File: config.mk
export PLATFORM = sky130hd
export DESIGN_NAME = ssa_isqrt
export DESIGN_NICKNAME = d
export VERILOG_FILES = /design/src/rtl/steering_seek_arrive_assert.svh /design/src/rtl/ssa_isqrt.sv
export SDC_FILE = /design/constraint.sdc
export NUM_CORES = 2
export LEC_CHECK = 0
export ABC_CLOCK_PERIOD_IN_PS = 10900
export BUFFER_PORTS_ARGS = -buffer_cell sky130_fd_sc_hd__buf_2
export CAP_MARGIN = 10
export CORE_MARGIN = 4
export CORE_UTILIZATION = 35
export CTS_CLUSTER_SIZE = 12
export DETAILED_ROUTE_END_ITERATION = 7
export GPL_ROUTABILITY_DRIVEN = 1
export PLACE_DENSITY = 0.59
export SYNTH_ARGS = -nofsm -noshare
export SYNTH_HDL_FRONTEND = slang
export SYNTH_MEMORY_MAX_BITS = 65536
export SYNTH_SLANG_ARGS = --single-unit
File: constraint.sdc
create_clock -name i_clk -period 10.9 [get_ports i_clk]
set_input_delay 2.725 -clock i_clk [delete_from_list [all_inputs] [get_ports i_clk]]
set_output_delay 2.725 -clock i_clk [all_outputs]
set_load 0.02 [all_outputs]
File: src/rtl/steering_seek_arrive_assert.svh
// Assertion macros for the steering block's top-level RTL file.
// Each macro expects i_clk and i_rst_n to exist in the module that uses it.
`ifndef STEERING_SEEK_ARRIVE_ASSERT_SVH
`define STEERING_SEEK_ARRIVE_ASSERT_SVH

// A condition that must hold at every clock edge out of reset.
`define SSA_ASSERT_ALWAYS(lbl, expr, msg) \
    lbl: assert property (@(posedge i_clk) disable iff (!i_rst_n) (expr)) else $error(msg);

// A condition that must hold in the same cycle as its trigger.
`define SSA_ASSERT_SAME(lbl, ante, cons, msg) \
    lbl: assert property (@(posedge i_clk) disable iff (!i_rst_n) (ante) |-> (cons)) \
        else $error(msg);

// A condition that must hold in the cycle after its trigger.
`define SSA_ASSERT_NEXT(lbl, ante, cons, msg) \
    lbl: assert property (@(posedge i_clk) disable iff (!i_rst_n) (ante) |=> (cons)) \
        else $error(msg);

`endif

File: src/rtl/ssa_isqrt.sv
// Pipelined integer square root, one root bit per register stage.
// Uses no package items; instantiated by the steering top level.
module ssa_isqrt #(
    parameter int RW  = 33,
    parameter int SBW = 1
) (
    input  logic              i_clk,
    input  logic              i_rst_n,
    input  logic              i_en,
    input  logic              i_valid,
    input  logic [2*RW-1:0]   i_sq,
    input  logic [SBW-1:0]    i_sb,
    output logic              o_valid,
    output logic [RW-1:0]     o_root,
    output logic [SBW-1:0]    o_sb
);

    localparam int SW = 2 * RW;
    localparam int MW = RW + 1;
    localparam int TW = MW + 2;

    logic           r_v    [RW];
    logic [MW-1:0]  r_rem  [RW];
    logic [RW-1:0]  r_root [RW];
    logic [SW-1:0]  r_s    [RW];
    logic [SBW-1:0] r_sb   [RW];

    for (genvar j = 0; j < RW; j++) begin : g_stage
        logic           pv;
        logic [MW-1:0]  prem;
        logic [RW-1:0]  proot;
        logic [SW-1:0]  ps;
        logic [SBW-1:0] psb;
        logic [TW-1:0]  t;
        logic [TW-1:0]  trial;
        logic           take;

        if (j == 0) begin : g_first
            assign pv    = i_valid;
            assign prem  = '0;
            assign proot = '0;
            assign ps    = i_sq;
            assign psb   = i_sb;
        end else begin : g_next
            assign pv    = r_v[j-1];
            assign prem  = r_rem[j-1];
            assign proot = r_root[j-1];
            assign ps    = r_s[j-1];
            assign psb   = r_sb[j-1];
        end

        // Bring down the next pair of radicand bits and try root bit one.
        assign t     = {prem, ps[SW-1 -: 2]};
        assign trial = TW'({proot, 2'b01});
        assign take  = (t >= trial);

        always_ff @(posedge i_clk) begin
            if (!i_rst_n) begin
                r_v[j] <= 1'b0;
            end else if (i_en) begin
                r_v[j] <= pv;
            end
        end

        always_ff @(posedge i_clk) begin
            if (i_en) begin
                r_rem[j]  <= take ? MW'(t - trial) : MW'(t);
                r_root[j] <= {proot[RW-2:0], take};
                r_s[j]    <= {ps[SW-3:0], 2'b00};
                r_sb[j]   <= psb;
            end
        end
    end

    assign o_valid = r_v[RW-1];
    assign o_root  = r_root[RW-1];
    assign o_sb    = r_sb[RW-1];

endmodule

==> impl_metrics.tcl <==
set metrics [dict create \
    core.rowCount 218 \
    clk_transition_reported_paths_ns 0.06 \
    die_h_um 604.8 \
    avgSynthCellArea_um2 13.17 \
    clock-root-buffer "clkbuf_16" \
    grt_max_degree 197 \
    io_pins 106 \
    max_freq_mhz 210.7 \
    seqPwrFrac_pct 46.7 \
    hold_viol_final 0 \
    yosysUniqueCellTypes 92 \
    worstSetupPathType "flop to flop" \
    p_total_uw 30340 \
    placed_cells 14187 \
    grt_pass1_wl_mm 404.7 \
    swShare_pct 28.40 \
    antenna_found_initial 2 \
    track_usage_pct 13.58 \
    dominantRegCellSynth "edfxtp_1" \
    synth_area_um2 124700 \
    post-cts-setup-buffers 0 \
    grt_overflow_total 0 \
    port_buffers 105 \
    crit_required_ns 11.54 \
    yosysTopAreaCell "edfxtp_1" \
    cts.repair.resized 0 \
    cts_tree "done" \
    fin_hold_ws_ns 0.3594 \
    yosys_register_bits 2720 \
    synth_most_common_cell "edfxtp_1" \
    synthArstFlopShare_pct 0 \
    syn_to_final_growth_pct 12.95 \
    hp-class "flop to flop" \
    cts-hold-fix-buffers 0 \
    fin_crit_sh_pct 43.55 \
    setup_violations 0 \
    htree_levels 5 \
    synth_fp_nets 10132 \
    hold_path_depth 0 \
    wl_per_cell_um 17.36 \
    r2r-end "r_rem[0][473]" \
    num_vias 73644 \
    routed_via_density 5.000 \
    synth_cells 9465 \
    combPwrFrac_pct 20.4 \
    p_sw_uw 8615 \
    status "finished, final reports clean" \
    synth_top_area_share_pct 65.50 \
    dr.pass1.iters 7 \
    synthTopCellsByCount "2719 x edfxtp_1, 748 x inv_1, 625 x a21oi_1" \
    rsz0062_at_grt "false" \
    reg2reg_depth 11 \
    max_slew_margin_pct 19.46 \
    finalNetCount 10435 \
    place_congestion 0.8891 \
    period_minus_slack_ns 4.747 \
    numCtsBuffers 309 \
    p_clk_share_pct 33.0 \
    initial_core_util_pct 35.23 \
    drive_gt1_share_pct 7.492 \
    grt_pass1_vias 73843 \
    insertion_delay_ns 0.90 \
    ys_seq_area_share_pct 65.52 \
    skew_ns 0.07483 \
    tns_ns 0 \
    cp.arrival_ns 5.39 \
    ff2ff_setup_slack_ns 6.15 \
    crit-reg2reg-launch "r_rem[0][408]" \
    fill_cells 32756 \
    yosysWarnings 0 \
    clk_path_buf_depth 4 \
    synth_edf_count 2719 \
    drcViolationCount 0 \
    cts.sinks 2720 \
    die_area_um2 365800 \
    startpoint_type "flop" \
    stdcell_count 14729 \
    internal-power_uw 21720 \
    maxCapViolations 0 \
    worst_slew_pin_slew_ns 1.208 \
    hpwlAfterDp_mm 179.8 \
    wirelength_mm 255.7 \
    worstHoldStart "r_s[0][685]" \
    min_to "r_s[0][751]" \
    drtIter0Drc 5536 \
    drv_slew 0 \
    synthTopCellsByArea "edfxtp_1 66%, ha_1 6.0%, xor2_1 3.3%" \
    cp-end-kind "flop" \
    peakVddDrop_uv 171.1 \
    die_x_um 604.8 \
    core_um2 353800 \
    powerDensity_nw_per_um2 215.5 \
    worstPathMaxFanout 27 \
    p_leak_uw 0.05332 \
    ant_nets 0 \
    fin_util_pct 39.80 \
]
-- power groups by stage --
stage                     clock (µW)  sequential, µW  combinational [µW]
after CTS                      10400           14200                6180
after global placement             0           14400                6000
after detailed placement           0           14400                6130
final                          10000           14200                6180
after floorplan                    0           14000                4560
after global routing           10800           14300                6910
-- worst max-delay path, cell delays in order, from the launching register on --
cell	delay, ns
edfxtp_1	0.39
ha_1	0.38
nor2b_1	0.14
o21ai_0	0.10
a21boi_0	0.37
o21ai_0	0.33
o221ai_1	0.43
nand2b_1	0.89
o2111ai_1	0.54
nor4_1	0.65
nand2b_1	0.15
xnor2_1	0.16
-- cell usage in the layout, fill, tap and decap left out, types with 52 or more instances in the layout --
master        n
nor3_1      221
or3_1        84
nand2_1     620
nor2_1      590
o21ai_0     493
clkinv_1     70
edfxtp_1   2719
nand3_1     120
a21o_1      256
nor2b_1      84
or4_1        52
buf_2       104
o21bai_1     63
xor2_1      474
clkbuf_1     61
nor4_1      119
ha_1        596
clkbuf_16   318
and3_1       79
mux2_2       94
nand4_1     102
inv_1       748
a21oi_1     625
xnor2_1     406
o21a_1       91
nand2b_1    117
-- cells by family after synthesis --
group                      count (synthesis)  synth area share [%]
and+or+nand+nor                         2341                 9.187
muxes                                    106                0.9456
buffers and inverters                    918                 2.780
adders and majority gates                596                 5.982
DFF                                     2720                 65.52
xor gates and xnor gates                 880                 6.183
other                                      1              0.003008
AOI/OAI and AO/OA                       1903                 9.400
-- cell type report --
type | count | area [µm²] | share of cell area (%)
Antenna cell | 2 | 5.005 | 0.003555
Clock buffer | 379 | 8187 | 5.815
Multi-Input combinational cell | 5827 | 39600 | 28.12
Timing Repair Buffer | 157 | 1081 | 0.7678
Clock inverter | 161 | 1511 | 1.074
Inverter | 753 | 2826 | 2.008
Sequential cell | 2720 | 81670 | 58.01
Tap cell | 4730 | 5918 | 4.203
-- metrics by stage --
step	cell area (µm²)	setup WS (ns)
finish	140800	6.153
global route	140800	5.687
CTS	140800	6.317
detailed placement	131100	5.461
global placement	131100	5.550
floorplan	124700	6.967
-- metal layers --
layer | GRT usage (%) | wire length, µm
met1 | 16.89 | 108500
met2 | 23.99 | 127200
met3 | 2.065 | 10920
met4 | 4.672 | 9060
met5 | 0 | 0
-- state kept, by name (all words and copies together) (netlist names) --
register and count:
r_v 33, r_sb 33, r_s 1056, r_rem 1037
r_root 561
-- worst max path at each step --
stage / startpoint / to / cells after the start
after floorplan: i_en / r_v[0] / 1
after global placement: i_en / r_s[0][120] / 3
after detailed placement: i_en / r_s[0][120] / 3
after CTS: r_rem[0][408] / r_rem[0][473] / 11
after global routing: r_rem[0][408] / r_rem[0][469] / 11
final: r_rem[0][408] / r_rem[0][473] / 11
Power figures use the tool's default switching activity.
