File: config.mk
export PLATFORM = sky130hd
export DESIGN_NAME = ssa_div
export DESIGN_NICKNAME = d
export VERILOG_FILES = /design/src/rtl/steering_seek_arrive_assert.svh /design/src/rtl/ssa_div.sv
export SDC_FILE = /design/constraint.sdc
export NUM_CORES = 2
export LEC_CHECK = 0
export BUFFER_PORTS_ARGS = -buffer_cell sky130_fd_sc_hd__buf_4
export CAP_MARGIN = 20
export CORE_ASPECT_RATIO = 0.5
export CORE_MARGIN = 5
export CORE_UTILIZATION = 55
export CTS_CLUSTER_SIZE = 40
export DETAILED_ROUTE_END_ITERATION = 16
export GPL_TIMING_DRIVEN = 1
export HOLD_SLACK_MARGIN = 0.05
export PLACE_DENSITY = 0.74
export SETUP_SLACK_MARGIN = 0.5
export SYNTH_ARGS = -nofsm -noshare
export SYNTH_HDL_FRONTEND = slang
export SYNTH_SLANG_ARGS = --single-unit
File: constraint.sdc
create_clock -name i_clk -period 9.4 [get_ports i_clk]
set_input_delay 0.47 -clock i_clk [delete_from_list [all_inputs] [get_ports i_clk]]
set_output_delay 0.47 -clock i_clk [all_outputs]
set_load 0.02 [all_outputs]
File: src/rtl/steering_seek_arrive_assert.svh
// Assertion macros for the steering block's top-level RTL file.
// Each macro expects i_clk and i_rst_n to exist in the module that uses it.
`ifndef STEERING_SEEK_ARRIVE_ASSERT_SVH
`define STEERING_SEEK_ARRIVE_ASSERT_SVH

// A condition that must hold at every clock edge out of reset.
`define SSA_ASSERT_ALWAYS(lbl, expr, msg) \
    lbl: assert property (@(posedge i_clk) disable iff (!i_rst_n) (expr)) else $error(msg);

// A condition that must hold in the same cycle as its trigger.
`define SSA_ASSERT_SAME(lbl, ante, cons, msg) \
    lbl: assert property (@(posedge i_clk) disable iff (!i_rst_n) (ante) |-> (cons)) \
        else $error(msg);

// A condition that must hold in the cycle after its trigger.
`define SSA_ASSERT_NEXT(lbl, ante, cons, msg) \
    lbl: assert property (@(posedge i_clk) disable iff (!i_rst_n) (ante) |=> (cons)) \
        else $error(msg);

`endif

File: src/rtl/ssa_div.sv
// Pipelined restoring divider, one quotient bit per register stage.
// Uses no package items; the quotient must fit in QW bits.
module ssa_div #(
    parameter int DW  = 33,
    parameter int QW  = 31,
    parameter int SBW = 1
) (
    input  logic              i_clk,
    input  logic              i_rst_n,
    input  logic              i_en,
    input  logic              i_valid,
    input  logic [DW+QW-2:0]  i_num,
    input  logic [DW-1:0]     i_den,
    input  logic [SBW-1:0]    i_sb,
    output logic              o_valid,
    output logic [QW-1:0]     o_quo,
    output logic [SBW-1:0]    o_sb
);

    localparam int NW = DW - 1 + QW;

    logic           r_v   [QW];
    logic [DW-1:0]  r_rem [QW];
    logic [QW-1:0]  r_low [QW];
    logic [QW-1:0]  r_quo [QW];
    logic [DW-1:0]  r_den [QW];
    logic [SBW-1:0] r_sb  [QW];

    for (genvar j = 0; j < QW; j++) begin : g_stage
        logic           pv;
        logic [DW-1:0]  prem;
        logic [QW-1:0]  plow;
        logic [QW-1:0]  pquo;
        logic [DW-1:0]  pden;
        logic [SBW-1:0] psb;
        logic [DW:0]    t;
        logic           take;

        if (j == 0) begin : g_first
            assign pv   = i_valid;
            assign prem = DW'(i_num[NW-1:QW]);
            assign plow = i_num[QW-1:0];
            assign pquo = '0;
            assign pden = i_den;
            assign psb  = i_sb;
        end else begin : g_next
            assign pv   = r_v[j-1];
            assign prem = r_rem[j-1];
            assign plow = r_low[j-1];
            assign pquo = r_quo[j-1];
            assign pden = r_den[j-1];
            assign psb  = r_sb[j-1];
        end

        assign t    = {prem, plow[QW-1]};
        assign take = (t >= {1'b0, pden});

        always_ff @(posedge i_clk) begin
            if (!i_rst_n) begin
                r_v[j] <= 1'b0;
            end else if (i_en) begin
                r_v[j] <= pv;
            end
        end

        always_ff @(posedge i_clk) begin
            if (i_en) begin
                r_rem[j] <= take ? DW'(t - {1'b0, pden}) : DW'(t);
                r_low[j] <= {plow[QW-2:0], 1'b0};
                r_quo[j] <= {pquo[QW-2:0], take};
                r_den[j] <= pden;
                r_sb[j]  <= psb;
            end
        end
    end

    assign o_valid = r_v[QW-1];
    assign o_quo   = r_quo[QW-1];
    assign o_sb    = r_sb[QW-1];

endmodule

==> results.yml <==
timing:
  slew_headroom_pct: 22.9
  fin_crit_sh_pct: 54.2
  fin_worst_skew_ps: 48.3
  max_freq_ghz: 0.196
  worst_pin_slew_ps: 1150
  final_max_slew_viol_count: 0
  period_needed_ps: 5100
  rsz0062_at_grt: "false"
  setup_viol: 0
  fin_tns_setup_ps: 0
  hold_viol: 0
  timing.final.ws_setup_ps: 4300
clock_network:
  clockBufferDepth: 4
  postCtsSetupBuffers: 0
  h-tree-depth: 5
  cts_num_sinks: 3003
  tritoncts: "done"
  numCtsBuffers: 284
  clkSlewWorstSetupHoldPaths_ps: 60
  cts-root-buf: "clkbuf_16"
  ctsResizeCount: 0
  clk-insertion-delay-late_ps: 870
logic_synthesis:
  synth_seq_area_share_pct: 58.8
  synth-seq-cells: 3003
  syn-num-nets: 13893
  synth-async-reset-ratio_pct: 0
  ys_top_cells_by_count: "3,002 x edfxtp_1, 1,302 x inv_1, 1,138 x a21oi_1"
  synth_edf_count: 3002
  synth_area_leaders: "edfxtp_1 59%, ha_1 8.3%, a21oi_1 3.7%"
  yosysMostFrequentCell: "edfxtp_1"
  ys_types: 95
  yosysTopAreaCell: "edfxtp_1"
  syn_inst: 12739
  yosysWarnings: 0
  synth-main-ff-cell: "edfxtp_1"
  synthesis.area_mm2: 0.153
  synth_top_area_share_pct: 58.8
  syn_area_per_cell_um2: 12.0
floorplan:
  num_rows: 137
  io_pins: 134
  die_h_um: 383
  coreArea_mm2: 0.278
  die_x_um: 757
  fp.dieArea_mm2: 0.290
  initial_core_util_pct: 55.1
power_and_ir_drop:
  leakage_nw: 67.8
  p_seq_share_pct: 37.1
  switchingPower_w: 0.0210
  vdd.ir_drop.worst_v: 0.000145
  p_int_w: 0.0359
  sw_frac_of_total_pct: 36.9
  power_density_mw_per_mm2: 338
  power.clock.fraction_pct: 19.6
  power_frac_comb_pct: 43.3
placement:
  dpl_cell_area_mm2: 0.159
  dp_hpwl_um: 249000
  port_buffers: 133
  pre_cts_ws_ps: 4430
  place_congestion: 0.967
worst_setup_path:
  crit_path_end: "r_rem[0][312]$_DFFE_PP_"
  timing.rr.end: "r_rem[0][312]$_DFFE_PP_"
  path_max_fanout: 57
  crit_path_start: "r_low[0][269]$_DFFE_PP_"
  endpoint_kind: "flop"
  critPathArrivalTime_ps: 5690
  rrSetupSlack_ps: 4300
  r2r_cells: 14
  cp_cell_sequence: "inv_1 -> ha_1 -> inv_1 -> fa_1 -> a21oi_1 -> o21ai_0 -> a21boi_0 -> o31ai_1 -> o311ai_2 -> o22ai_1 -> o41ai_2 -> o31ai_1 -> a211o_2 -> mux2_2"
  start_kind: "flop"
  crit_slowest_cell: "a21boi_0"
  critPathKind: "reg2reg"
  r2r-start: "r_low[0][269]$_DFFE_PP_"
  cp_data_required_time_ps: 9990
  critPathMaxStageDelay_ps: 820
detailed_routing:
  route.detailed.drc: 0
  top_layer: "met4"
  dr.first_iter.drc_count: 6179
  detail-route-antenna-nets: 0
  vias: 96377
  wl_um: 334000
  dr_wl_met2_um: 178000
  wl_met3_um: 10900
  vias_per_cell: 5.66
  avgRoutedWirePerCell_um: 19.6
  drt-met1-wl_um: 122000
  first_pass_iters: 7
outcome:
  outcome: "finished, final reports clean"
layout:
  nNetsFinal: 14204
  syn_to_final_growth_pct: 10.0
  final_area_mm2: 0.169
  drive_gt1_share_pct: 7.69
global_routing:
  grt_max_degree: 196
  grt_pass1_vias: 97532
  overflow: 0
  antenna_found_initial: 3
  grtUsageTotal_pct: 22.8
  grt_pass1_wl_um: 524000
worst_hold_path:
  hold_depth: 1
  hold_path_class: "in2reg"
job:
  drv_cap: 0
through the flow:
step / instances / util [%] / power, W / hold WS [ps]
5_1_grt: 17016 / 60.6 / 0.0608 / 114
3_3_place_gp: 16414 / 57.1 / 0.0453 / 400
2_1_floorplan: 12739 / - / 0.0393 / 400
3_5_place_dp: 16415 / 57.1 / 0.0457 / 405
4_1_cts: 17013 / 60.6 / 0.0572 / 90.1
6_report: 17018 / 60.6 / 0.0570 / 127
sequential cells by signal, indices dropped and copies added (netlist names):
| name | cells |
|---|---|
| r_v | 31 |
| r_den | 990 |
| r_quo | 496 |
| r_rem | 990 |
| r_sb | 31 |
| r_low | 465 |
how the worst min path moves through the flow:
stage	to	from	slack, ps
floorplan	r_low[0][100]$_DFFE_PP_	r_low[0][69]$_DFFE_PP_	400
global route	r_quo[1][373]$_DFFE_PP_	i_en	110
CTS	r_quo[1][373]$_DFFE_PP_	i_en	90
global placement	r_quo[1][161]$_DFFE_PP_	r_quo[1][129]$_DFFE_PP_	400
detailed placement	r_low[0][164]$_DFFE_PP_	r_low[0][133]$_DFFE_PP_	400
finish	r_quo[1][373]$_DFFE_PP_	i_en	130
repair_timing:
| action | in CTS | in global routing |
|---|---|---|
| hold buffers | 99 | 0 |
| endpoints found under the hold margin | 99 | 0 |
| endpoints found under the setup margin | 0 | 0 |
power groups by stage:
stage	Clock, W	Combinational [W]	Sequential [W]
floorplan	0	0.0188	0.0205
global placement	0	0.0239	0.0214
detailed placement	0	0.0243	0.0214
CTS	0.0115	0.0245	0.0211
global route	0.0121	0.0274	0.0214
finish	0.0112	0.0247	0.0211
metal layers:
metal  track usage, %  vias to the layer above
li1                 -                    47395
met1             23.9                    45932
met2             43.7                     2150
met3             2.72                      900
met4             13.7                        0
met5                0                        -
worst max-delay path, delay by kind of cell (launching register included):
kind | cells | cell delay (ps)
adders and majority gates | 2 | 580
muxes | 1 | 440
DFF | 1 | 410
AOI/OAI and AO/OA | 9 | 3230
buffers and inverters | 2 | 130
logic make-up (layout without fill, tap and decap cells):
family                   after synthesis  count (layout)  synth area share, %
flip-flops                          3003            3003                 58.8
AO/OA/AOI/OAI                       3347            3347                 13.5
adder cells (fa/ha/maj)             1053            1053                 8.74
AND/OR/NAND/NOR                     2593            2593                 7.87
buffers and inverters               1584            2108                 3.94
multiplexers                         303             303                 2.21
XOR/XNOR                             856             856                 4.89
other                                  0               2                    0
final cells by class:
type / instances / area, um^2
timing repair buffer: 307 / 2800
clock inverter: 158 / 1360
fill: 21702 / 110000
sequential: 3003 / 90200
clock buffer: 341 / 7450
inverter: 1302 / 4890
multi-input combinational: 8152 / 57300
antenna: 2 / 5.00
tap: 3753 / 4700
cells in the final DEF (no fill, tap or decap), drive strengths merged, types with 102 or more instances in the layout:
| cell | count |
|---|---|
| a21o | 520 |
| a21oi | 1140 |
| a31oi | 102 |
| buf | 208 |
| clkbuf | 341 |
| clkinv | 110 |
| edfxtp | 3002 |
| ha | 1023 |
| inv | 1316 |
| mux2 | 288 |
| nand2 | 873 |
| nand2b | 135 |
| nand3 | 203 |
| nand4 | 147 |
| nor2 | 695 |
| nor2b | 121 |
| nor3 | 108 |
| o21a | 119 |
| o21ai | 803 |
| o21bai | 126 |
| xnor2 | 511 |
| xor2 | 345 |
Power figures use the tool's default switching activity.
